`src/rtl/core/connected_address_matcher_unit_defines.svh`:
```
// assertion macros shared by the matcher modules
// each use expects clk and rst_n in scope
`ifndef CONNECTED_ADDRESS_MATCHER_UNIT_DEFINES_SVH
`define CONNECTED_ADDRESS_MATCHER_UNIT_DEFINES_SVH

// consequent checked in the same cycle as the antecedent
`define CAM_ASSERT_SAME(lbl, ante, cons, msg) \
  lbl: assert property (@(posedge clk) disable iff (!rst_n) (ante) |-> (cons)) \
    else $error(msg);

// consequent checked in the cycle after the antecedent
`define CAM_ASSERT_NEXT(lbl, ante, cons, msg) \
  lbl: assert property (@(posedge clk) disable iff (!rst_n) (ante) |=> (cons)) \
    else $error(msg);

`endif

```
`src/rtl/core/cam_pkg.sv`:
```
package cam_pkg;

  // default table depths
  localparam int ENTRY_SLOTS_DEF = 64;
  localparam int IFACE_COUNT_DEF = 16;
  localparam int VIF_COUNT_DEF   = 64;

  // fixed field widths
  localparam int FUNC_W = 3;
  localparam int SLOT_W = 6;
  localparam int ADDR_W = 32;
  localparam int PLEN_W = 6;
  localparam int IFX_W  = 4;
  localparam int VFX_W  = 6;

  // request function codes
  localparam logic [FUNC_W-1:0] FN_WR_ENTRY = 3'd0;
  localparam logic [FUNC_W-1:0] FN_WR_IFACE = 3'd1;
  localparam logic [FUNC_W-1:0] FN_WR_VIF   = 3'd2;
  localparam logic [FUNC_W-1:0] FN_OWN      = 3'd3;
  localparam logic [FUNC_W-1:0] FN_CONN     = 3'd4;

  // one input request
  typedef struct packed {
    logic [FUNC_W-1:0] func;
    logic [SLOT_W-1:0] slot;
    logic [ADDR_W-1:0] address;
    logic [PLEN_W-1:0] prefix_length;
    logic [ADDR_W-1:0] endpoint_address;
    logic              has_peer;
    logic              enable;
    logic              carrier_down;
    logic [IFX_W-1:0]  iface_index;
    logic [VFX_W-1:0]  vif_idx;
  } item_t;

  // one result
  typedef struct packed {
    logic              found;
    logic [IFX_W-1:0]  match_iface;
    logic [VFX_W-1:0]  match_vif;
    logic [SLOT_W-1:0] match_slot;
  } result_t;

  // stored entry payload
  typedef struct packed {
    logic [ADDR_W-1:0] addr;
    logic [ADDR_W-1:0] peer;
    logic [PLEN_W-1:0] prefix;
    logic [IFX_W-1:0]  ifx;
    logic [VFX_W-1:0]  vfx;
  } entry_t;

  // controller to datapath
  typedef struct packed {
    logic clr_en;
    logic wr_en;
    logic scan_start;
    logic scan_en;
    logic out_load;
  } ctrl_cmd_t;

  // datapath to controller
  typedef struct packed {
    logic clr_last;
    logic scan_hit;
    logic scan_last;
  } dp_sts_t;

  // subnet mask, prefix saturated at 32
  function automatic logic [ADDR_W-1:0] prefix_mask(input logic [PLEN_W-1:0] plen);
    logic [ADDR_W-1:0] m;
    if (plen >= 6'd32) begin
      m = '1;
    end else begin
      m = ~({ADDR_W{1'b1}} >> plen);
    end
    return m;
  endfunction

endpackage

```
`src/rtl/core/cam_ctrl.sv`:
```
`include "connected_address_matcher_unit_defines.svh"

module cam_ctrl (
  input  logic                         clk,
  input  logic                         rst_n,
  input  logic                         in_valid,
  input  logic [cam_pkg::FUNC_W-1:0]   in_func,
  output logic                         in_ready,
  input  logic                         out_ready,
  output logic                         out_valid,
  input  cam_pkg::dp_sts_t             sts,
  output cam_pkg::ctrl_cmd_t           cmd
);

  typedef enum logic [3:0] {
    ST_CLEAR = 4'b0001,
    ST_IDLE  = 4'b0010,
    ST_SCAN  = 4'b0100,
    ST_RESP  = 4'b1000
  } state_t;

  state_t state_r;
  state_t state_nxt;
  logic   out_valid_r;
  logic   out_valid_nxt;
  logic   is_lookup;

  assign is_lookup = (in_func == cam_pkg::FN_OWN) || (in_func == cam_pkg::FN_CONN);

  // next state and commands
  always_comb begin
    state_nxt      = state_r;
    cmd            = '0;
    in_ready       = 1'b0;
    case (state_r)
      ST_CLEAR: begin
        cmd.clr_en = 1'b1;
        if (sts.clr_last) begin
          state_nxt = ST_IDLE;
        end
      end
      ST_IDLE: begin
        in_ready = 1'b1;
        if (in_valid) begin
          if (is_lookup) begin
            cmd.scan_start = 1'b1;
            state_nxt      = ST_SCAN;
          end else begin
            cmd.wr_en = 1'b1;
            state_nxt = ST_RESP;
          end
        end
      end
      ST_SCAN: begin
        cmd.scan_en = 1'b1;
        if (sts.scan_hit || sts.scan_last) begin
          state_nxt = ST_RESP;
        end
      end
      ST_RESP: begin
        if (!out_valid_r || out_ready) begin
          cmd.out_load = 1'b1;
          state_nxt    = ST_IDLE;
        end
      end
      default: begin
        state_nxt = ST_CLEAR;
      end
    endcase
  end

  // output valid follows loads and takes
  always_comb begin
    if (cmd.out_load) begin
      out_valid_nxt = 1'b1;
    end else if (out_ready) begin
      out_valid_nxt = 1'b0;
    end else begin
      out_valid_nxt = out_valid_r;
    end
  end

  always_ff @(posedge clk) begin
    if (!rst_n) begin
      state_r     <= ST_CLEAR;
      out_valid_r <= 1'b0;
    end else begin
      state_r     <= state_nxt;
      out_valid_r <= out_valid_nxt;
    end
  end

  assign out_valid = out_valid_r;

  `CAM_ASSERT_SAME(a_clr_quiet, cmd.clr_en, !cmd.wr_en && !cmd.scan_en && !in_ready,
                   "table activity during clearing sweep")
  `CAM_ASSERT_NEXT(a_lookup_scans, in_valid && in_ready && is_lookup, state_r == ST_SCAN,
                   "lookup request did not start a scan")
  `CAM_ASSERT_NEXT(a_scan_stops, (state_r == ST_SCAN) && (sts.scan_hit || sts.scan_last),
                   state_r == ST_RESP, "scan did not stop on hit or last slot")

endmodule

```
`config.mk`:
```
export PLATFORM = sky130hd
export DESIGN_NAME = cam_ctrl
export DESIGN_NICKNAME = d
export VERILOG_FILES = /design/src/rtl/core/cam_pkg.sv /design/src/rtl/core/cam_ctrl.sv
export VERILOG_INCLUDE_DIRS = /design/src /design/src/rtl/core
export SDC_FILE = /design/constraint.sdc
export NUM_CORES = 1
export LEC_CHECK = 0
export ABC_AREA = 1
export BUFFER_PORTS_ARGS = -buffer_cell sky130_fd_sc_hd__buf_4
export CORE_AREA = 2 2 39 41
export CTS_CLUSTER_DIAMETER = 100
export DETAILED_ROUTE_END_ITERATION = 10
export DIE_AREA = 0 0 41 43
export GPL_TIMING_DRIVEN = 0
export SLEW_MARGIN = 20
export SYNTH_ARGS = -nofsm -noshare
export SYNTH_HDL_FRONTEND = slang
export SYNTH_SLANG_ARGS = --single-unit
```
`constraint.sdc`:
```
create_clock -name clk -period 1.37 [get_ports clk]
set_input_delay 0.3425 -clock clk [delete_from_list [all_inputs] [get_ports clk]]
set_output_delay 0.3425 -clock clk [all_outputs]
set_load 0.03 [all_outputs]
```
==> results of run 1 <==
-- power by group through the flow --
stage,combinational [mW],clock (mW),sequential [mW]
2_1_floorplan,0.440,0,0.264
3_3_place_gp,0.568,0,0.272
3_5_place_dp,0.577,0,0.274
4_1_cts,0.775,0.176,0.297
5_1_grt,0.912,0.188,0.322
6_report,0.822,0.171,0.311
-- synth_stat cells --
cell type and instances:
sky130_fd_sc_hd__buf_4 1, sky130_fd_sc_hd__clkinv_1 1, sky130_fd_sc_hd__dfxtp_1 5, sky130_fd_sc_hd__inv_1 7, sky130_fd_sc_hd__inv_2 3, sky130_fd_sc_hd__nand2_1 11, sky130_fd_sc_hd__nand2_2 2, sky130_fd_sc_hd__nand3_1 6
sky130_fd_sc_hd__nor2_1 15, sky130_fd_sc_hd__nor2_2 5, sky130_fd_sc_hd__nor2_4 1, sky130_fd_sc_hd__nor3_1 2, sky130_fd_sc_hd__nor3_2 2, sky130_fd_sc_hd__nor4_1 1, sky130_fd_sc_hd__o21a_1 1
-- logic make-up (layout without fill, tap and decap cells) --
group	after synthesis	count (layout)	share of synthesized area
flops	5	5	0.267
compound gates	1	1	0.0200
buf+inv	12	41	0.130
simple gates	45	45	0.583
-- state kept, by name (all words and copies together) (netlist names) --
register / cells
out_valid: 1
state_r: 4
-- layout make-up --
cell class	instances	area, um^2
Timing Repair Buffer	25	210
Buffer	1	7.51
Sequential cell	5	115
Fill cell	135	681
Tap cell	16	20.0
Clock buffer	4	26.3
Multi-Input combinational cell	46	278
Inverter	11	46.3
-- per-layer routing --
metal	track usage	part of all wire	up-vias
met1	0.183	0.39	189
met5	0	0	-
met3	0.0366	0.083	3
met2	0.234	0.50	20
met4	0.120	0.026	0
li1	-	-	252
-- path summary, 6_finish.rpt --
path | slack [ns] | end | startpoint
setup / recovery | -0.20 | cmd[0] | state_r[0]$_SDFFE_PN1P_
hold / removal | 0.33 | state_r[0]$_SDFFE_PN1P_ | rst_n
setup reg to reg | 0.14 | state_r[3]$_SDFFE_PN0P_ | state_r[0]$_SDFFE_PN1P_
hold reg to reg | 0.55 | state_r[2]$_SDFFE_PN0P_ | state_r[2]$_SDFFE_PN0P_
-- what timing repair did --
| item | in CTS | in global routing |
|---|---|---|
| pin swaps | 7 | 2 |
| buffers inserted | 6 | 3 |
| gates resized for setup | 18 | 3 |
| hold endpoints to repair | 0 | 0 |
| setup endpoints to repair | 6 | 6 |
-- stage by stage --
stage | power, mW | TNS (ns)
2_1_floorplan | 0.703 | -0.0224
3_3_place_gp | 0.840 | -0.0874
3_5_place_dp | 0.850 | -0.114
4_1_cts | 1.25 | -0.964
5_1_grt | 1.42 | -1.47
6_report | 1.30 | -0.985
==> results.yml, run 1 <==
sta:
  final.hold.worst_slack_ns: 0.334
  finalClockSkew_ns: 0.00268
  worstMarginPinSlew_ns: 0.254
  timing.final.hold_violations: 0
  finalWorstPathRequiredPeriod_ns: 1.57
  timing.slew.headroom: 0.829
  post_route_clock_period_utilization: 1.15
  rsz0062_at_grt: "true"
  final_worst_setup_slack_ns: -0.200
  fmaxAchievable_mhz: 637
  finalSetupViolations: 6
  timing.final.max_slew_violations: 0
floorplan:
  top_level_ports: 17
  rows: 14
  die_area_um2: 1760
  starting_utilization_of_the_core_area: 0.271
  die_h_um: 43
  die_width_um: 41
  core_area_um2: 1380
global_routing:
  overflow: 0
  grt_start_max_net_pins: 7
  grt_pass1_wl_um: 1800
  vias_in_the_first_global_route: 450
  track_usage: 0.158
  grt_antenna_before_repair: 0
route:
  ant_nets: 0
  route.detailed.wl_per_inst_um: 8.92
  drtPass1Iterations: 4
  vias_per_cell: 4.30
  vias: 464
  routed_wirelength_um: 963
  detail_route.iter0.violations: 5
  drc: 0
clock_network:
  cts.sink_count: 5
  ctsHtreeMaxLevel: 1
  clockRootBuffer: "sky130_fd_sc_hd__clkbuf_4"
  clk_latency_ns: 0.25
  tritoncts: "yes"
  tritoncts.num_buffers: 3
  cts_buffer_depth: 2
  clk_transition_reported_paths_ns: 0.04
  cts_hold_repair.buffers: 0
pwr:
  leakage_nw: 0.365
  p_sw_mw: 0.587
  max-vdd-ir-drop_mv: 0.755
  power.density_cell_area_nw_per_um2: 1850
  fraction_of_power_spent_switching_nets: 0.450
  cell_internal_pwr_mw: 0.717
  combinationalPowerShare: 0.631
  p_seq_frac: 0.238
  clock_power_share: 0.131
placement:
  post-place-ws_ns: -0.0663
  port-buffer-count: 16
  postPlaceCellArea_um2: 542
  dp_cells: 95
  place_hpwl_um: 695
  routabilityCongestion: 0.738
layout:
  flow.area_growth_from_synthesis_pct: 87.3
  drive_gt1_frac: 0.587
  layoutNonFillerInstCount: 108
  nets: 103
  utilization: 0.508
  mostFrequentLayoutCell: "sky130_fd_sc_hd__buf_4"
  insertedDiodeCount: 0
  layout.cells.most_common_list: "sky130_fd_sc_hd__buf_4 (20), sky130_fd_sc_hd__nor2_1 (14), sky130_fd_sc_hd__nand2_1 (9), sky130_fd_sc_hd__nand3_1 (6), sky130_fd_sc_hd__buf_6 (6)"
  finish.instance_area_um2: 703
synthesis:
  synth_largest_type_area_fraction: 0.267
  synth.cell_area_um2: 375
  synth.avg_cell_area_um2: 5.96
  synth_largest_area_cell: "sky130_fd_sc_hd__dfxtp_1"
  yosys_register_bits: 5
  synth-warning-count: 0
  post_synth_num_cell_types: 15
  synth_area_leaders: "sky130_fd_sc_hd__dfxtp_1 (27%), sky130_fd_sc_hd__nor2_1 (15%), sky130_fd_sc_hd__nand2_1 (11%)"
  synth_nets: 73
  netlist_instances: 63
  synth-seq-area-share: 0.267
hold_path:
  worst_hold_path_type: "input pin to register"
  hold_path_depth: 2
setup_path:
  slowest_delay_ns: 0.35
  crit_family: "flip-flops"
  timing.critical_path.to_type: "output port"
  crit_fanout: 3
  start_kind: "register"
  crit_slowest_cell: "sky130_fd_sc_hd__dfxtp_4"
  critical_path_class: "register to output port"
  cp.buffers_inverters: 3
  crit_chain: "nor2_4 > inv_2 > nor4_2 > buf_4 > buf_6"
  worst_ep_arrival_time_ns: 1.23
  required_ns: 1.03
  cp_num_cells: 5
  r2r.worst_path.cells: 9
outcome:
  status: "finished with violations"
  failed_checks: "setup timing"
flow_run:
  maxCapViolCount: 0
(Power assumes the default switching activity.)
==> inputs of run 2 (changes only) <==
==> constraint.sdc (replaced) <==
create_clock -name clk -period 1.37 [get_ports clk]
set_input_delay 0.3425 -clock clk [delete_from_list [all_inputs] [get_ports clk]]
set_output_delay 0.3425 -clock clk [all_outputs]
set_load 0.005 [all_outputs]
==> run 2 against run 1 <==
Compared with the run above: the run still ends with setup timing left; largest power group unchanged; register-to-register slack hardly changed; via count grew 1.3%; critical path depth stayed put.
==> results.yml, run 2 (synthesized netlist as in run 1, its figures left out) <==
sta:
  fmaxAchievable_mhz: 676
  post_route_clock_period_utilization: 1.08
  timing.slew.headroom: 0.778
  tns_ns: -0.448
  finalClockSkew_ns: 0.00434
  rsz0062_at_grt: "true"
  timing.final.max_slew_violations: 0
  timing.final.hold_violations: 0
  worstMarginPinSlew_ns: 0.332
  finalWorstPathRequiredPeriod_ns: 1.48
  final_worst_setup_slack_ns: -0.109
  finalSetupViolations: 6
global_routing:
  grt_pass1_wl_um: 1550
  grt_antenna_before_repair: 0
  grt_start_max_net_pins: 7
  vias_in_the_first_global_route: 428
  overflow: 0
  track_usage: 0.129
flow_run:
  maxCapViolCount: 0
layout:
  flow.area_growth_from_synthesis_pct: 81.7
  insertedDiodeCount: 0
  layout.cells.most_common_list: "sky130_fd_sc_hd__buf_4 (25), sky130_fd_sc_hd__nor2_1 (15), sky130_fd_sc_hd__nand2_1 (9), sky130_fd_sc_hd__inv_1 (6), sky130_fd_sc_hd__nand3_1 (6)"
  multi_input_comb_area_um2: 279
  max_reg_flops: 4
  nets: 103
  register_area_um2: 113
  drive_gt1_frac: 0.565
  regMostFlops: "state_r"
  mostFrequentLayoutCell: "sky130_fd_sc_hd__buf_4"
  fillers: 141
route:
  ant_nets: 0
  drc: 0
  vias_per_cell: 4.35
  route.detailed.wl_per_inst_um: 8.78
  routed_wirelength_um: 948
  drtPass1Iterations: 4
  vias: 470
  detail_route.iter0.violations: 2
floorplan:
  die_h_um: 43
  top_level_ports: 17
  core_area_um2: 1380
  die_area_um2: 1760
  die_width_um: 41
  rows: 14
  starting_utilization_of_the_core_area: 0.271
setup_path:
  timing.critical_path.to_type: "output port"
  required_ns: 1.03
  crit_fanout: 4
  start_kind: "register"
  worst_ep_arrival_time_ns: 1.14
  critical_path_class: "register to output port"
pwr:
  clock_power_share: 0.141
  cell_internal_pwr_mw: 0.698
  fraction_of_power_spent_switching_nets: 0.423
  p_seq_frac: 0.252
  combinationalPowerShare: 0.606
  leakage_nw: 0.351
  design_power_total_mw: 1.21
  max-vdd-ir-drop_mv: 0.847
  p_sw_mw: 0.511
  power.density_cell_area_nw_per_um2: 1770
clock_network:
  clk_transition_reported_paths_ns: 0.05
  tritoncts: "yes"
  clk_latency_ns: 0.24
  clockRootBuffer: "sky130_fd_sc_hd__clkbuf_4"
  cts_buffer_depth: 2
  ctsHtreeMaxLevel: 1
  tritoncts.num_buffers: 3
  cts.sink_count: 5
  cts_hold_repair.buffers: 0
hold_path:
  worst_hold_path_type: "input pin to register"
placement:
  post-place-ws_ns: -0.0462
  port-buffer-count: 16
  place_hpwl_um: 648
  routabilityCongestion: 0.748
outcome:
  status: "finished with violations"
  failed_checks: "setup timing"
-- run 2: path summary, 6_finish.rpt --
path,from,endpoint,slack (ns),cells past startpoint
worst min register to register,state_r[2]$_SDFFE_PN0P_,state_r[2]$_SDFFE_PN0P_,0.55,2
worst max-delay path,state_r[3]$_SDFFE_PN0P_,cmd[4],-0.11,5
worst min-delay path,rst_n,state_r[0]$_SDFFE_PN1P_,0.32,2
worst max register to register,state_r[3]$_SDFFE_PN0P_,state_r[1]$_SDFFE_PN0P_,0.15,9
-- run 2: power by group through the flow --
stage | Clock (mW) | Sequential, mW | Combinational (mW)
final | 0.171 | 0.305 | 0.734
after global routing | 0.195 | 0.313 | 0.818
after CTS | 0.179 | 0.287 | 0.644
after detailed placement | 0 | 0.262 | 0.471
after global placement | 0 | 0.261 | 0.469
after floorplan | 0 | 0.251 | 0.344
-- run 2: layout make-up --
class                   count  share of cell area
inverters                  11              0.0661
repair buffers             26               0.292
multi-input cells          46               0.409
clock buffers               4              0.0385
flip-flops and latches      5               0.165
well taps                  16              0.0294
-- run 2: worst max-delay path, stage by stage, from the launching register on --
cell,delay [ns]
sky130_fd_sc_hd__dfxtp_4,0.36
sky130_fd_sc_hd__nor2_4,0.14
sky130_fd_sc_hd__buf_4,0.13
sky130_fd_sc_hd__inv_2,0.03
sky130_fd_sc_hd__nor3_4,0.13
sky130_fd_sc_hd__buf_6,0.12
-- run 2: metal layers --
layer / part of all wire / vias to the layer above / GRT usage
met1: 0.43 / 210 / 0.146
met4: 0 / 0 / 0.0800
met5: 0 / - / 0
met3: 0.045 / 0 / 0.0314
met2: 0.53 / 11 / 0.203
li1: - / 249 / -
-- run 2: through the flow --
stage	utilization	hold WS [ns]	area, um^2	instances
CTS	0.458	0.317	634	105
detailed placement	0.373	0.548	515	95
floorplan	-	0.427	375	63
global placement	0.373	0.548	515	95
finish	0.493	0.321	682	108
global route	0.493	0.337	682	108
-- run 2: what timing repair did --
item	in CTS	in global routing
resized for setup	16	5
buffers inserted	7	3
endpoints found under the setup margin	6	6
pin swaps	5	4
==> inputs of run 3 (changes only) <==
--- a/config.mk
+++ b/config.mk
@@ -7,7 +7,7 @@
 export NUM_CORES = 1
 export LEC_CHECK = 0
 export ABC_AREA = 1
-export BUFFER_PORTS_ARGS = -buffer_cell sky130_fd_sc_hd__buf_4
+export BUFFER_PORTS_ARGS = -buffer_cell sky130_fd_sc_hd__buf_2
 export CORE_AREA = 2 2 39 41
 export CTS_CLUSTER_DIAMETER = 100
 export DETAILED_ROUTE_END_ITERATION = 10
==> run 3 against run 2 <==
Compared with the run above: the run still ends with setup timing left; first-iteration DRC count up 100%; flip-flop and latch count unchanged; clock skew about the same; worst hold slack better by 0.015 ns; clock power about the same; combinational power down 8.7%; sequential share of layout area up 1.4 points; register-to-register slack worse by 0.03 ns; final cell count down 1.9%; power down 5.7%; critical path type unchanged.
==> results.yml, run 3 (synthesized netlist as in run 1, its figures left out) <==
sta:
  timing.final.hold_violations: 0
  final_worst_setup_slack_ns: -0.126
  fmaxAchievable_mhz: 669
  finalSetupViolations: 6
  timing.slew.headroom: 0.782
  rsz0062_at_grt: "true"
  tns_ns: -0.508
  worstMarginPinSlew_ns: 0.325
  final.hold.worst_slack_ns: 0.336
  post_route_clock_period_utilization: 1.09
  finalClockSkew_ns: 0.00426
  timing.final.max_slew_violations: 0
  finalWorstPathRequiredPeriod_ns: 1.50
setup_path:
  r2r.worst_path.cells: 9
  critical_path_class: "register to output port"
  required_ns: 1.03
  timing.critical_path.mode_cell: "sky130_fd_sc_hd__nand2_2"
  worst_ep_arrival_time_ns: 1.15
  regToRegEndpoint: "state_r[3]$_SDFFE_PN0P_"
  reg2reg_setup_slack_ns: 0.12
  crit_chain: "nor2_4 > nand2_2 > clkinv_2 > nand2_2 > nor2_1 > buf_2"
  crit_fanout: 4
  timing.critical_path.to_type: "output port"
  start_kind: "register"
  timing.rr.start: "state_r[2]$_SDFFE_PN0P_"
  cp.buffers_inverters: 2
  crit_family: "simple AND/OR/NAND/NOR gates"
  slowest_delay_ns: 0.36
  crit_slowest_cell: "sky130_fd_sc_hd__dfxtp_4"
layout:
  flow.area_growth_from_synthesis_pct: 71.3
  max_reg_flops: 4
  layout.cells.most_common_list: "sky130_fd_sc_hd__nor2_1 (15), sky130_fd_sc_hd__buf_2 (15), sky130_fd_sc_hd__nand2_1 (9), sky130_fd_sc_hd__buf_4 (7)"
  nets: 101
  fillers: 151
  regMostFlops: "state_r"
  insertedDiodeCount: 0
  drive_gt1_frac: 0.567
clock_network:
  tritoncts.num_buffers: 3
  tritoncts: "yes"
  clockRootBuffer: "sky130_fd_sc_hd__clkbuf_4"
  cts.sink_count: 5
  cts_hold_repair.buffers: 0
  clk_latency_ns: 0.24
  clk_transition_reported_paths_ns: 0.05
  ctsHtreeMaxLevel: 1
  cts_buffer_depth: 2
pwr:
  design_power_total_mw: 1.14
  power.density_cell_area_nw_per_um2: 1770
  leakage_nw: 0.338
  max-vdd-ir-drop_mv: 0.864
route:
  detail_route.iter0.violations: 4
  drtPass1Iterations: 2
  routed_wirelength_um: 1050
  vias_per_cell: 4.54
  vias: 481
  route.detailed.wl_per_inst_um: 9.86
  drc: 0
  ant_nets: 0
global_routing:
  vias_in_the_first_global_route: 422
  grt_antenna_before_repair: 0
  grt_start_max_net_pins: 7
  track_usage: 0.125
  grt_pass1_wl_um: 1530
  overflow: 0
floorplan:
  top_level_ports: 17
  die_area_um2: 1760
  die_width_um: 41
  core_area_um2: 1380
  die_h_um: 43
  rows: 14
  starting_utilization_of_the_core_area: 0.271
hold_path:
  end_point_of_the_most_critical_hold_path: "state_r[0]$_SDFFE_PN1P_"
  hold_path_depth: 2
  hold_path_startpoint: "rst_n"
  worst_hold_path_type: "input pin to register"
placement:
  port-buffer-count: 16
  place_hpwl_um: 654
  routabilityCongestion: 0.752
  post-place-ws_ns: -0.0446
flow_run:
  maxCapViolCount: 0
outcome:
  failed_checks: "setup timing"
  status: "finished with violations"
## run 3: cell count changes in the layout (fill, tap and decap cells not counted), sizes merged
cell	delta
clkinv	+1
buf	-2
clkbuf	-1
## run 3: final cells by class
class | count | area [um^2] | share of cell area
multi-input cells | 46 | 279 | 0.434
repair buffers | 24 | 159 | 0.247
flip-flops and latches | 5 | 115 | 0.179
inverters | 11 | 42.5 | 0.0661
clock buffers | 3 | 22.5 | 0.0350
well taps | 16 | 20.0 | 0.0311
clock inverters | 1 | 5.00 | 0.00778
## run 3: metrics by stage
stage	cell area, um^2	util	instances
after floorplan	375	-	63
after global placement	475	0.344	95
after detailed placement	475	0.344	95
after CTS	602	0.435	104
after global routing	643	0.465	106
final	643	0.465	106
## run 3: repair_timing
item,4_1_cts,5_1_grt
pin swaps,6,6
buffers inserted,6,2
endpoints found under the setup margin,6,6
gates resized for setup,19,2
## run 3: power by group
group	internal, mW	leakage [nW]	total (mW)	switching [mW]
clock network	0.106	0.0177	0.170	0.0640
registers	0.221	0.0432	0.300	0.0789
logic	0.298	0.277	0.670	0.372
## run 3: worst max path at each step
| stage | end | slack (ns) | cells past startpoint | start |
|---|---|---|---|---|
| finish | cmd[2] | -0.13 | 6 | state_r[2]$_SDFFE_PN0P_ |
| global route | cmd[2] | -0.19 | 6 | state_r[2]$_SDFFE_PN0P_ |
| CTS | cmd[3] | -0.13 | 5 | state_r[1]$_SDFFE_PN0P_ |
| detailed placement | cmd[0] | -0.04 | 5 | state_r[1]$_SDFFE_PN0P_ |
| global placement | cmd[0] | -0.04 | 5 | state_r[1]$_SDFFE_PN0P_ |
| floorplan | cmd[0] | 0.14 | 4 | state_r[1]$_SDFFE_PN0P_ |
## run 3: per-layer routing
metal  part of all wire  GRT usage  up-vias
met4                  0     0.0400        0
met3              0.027     0.0314        0
li1                   -          -      248
met2               0.58      0.225        5
met1               0.39      0.129      228
met5                  0          0        -
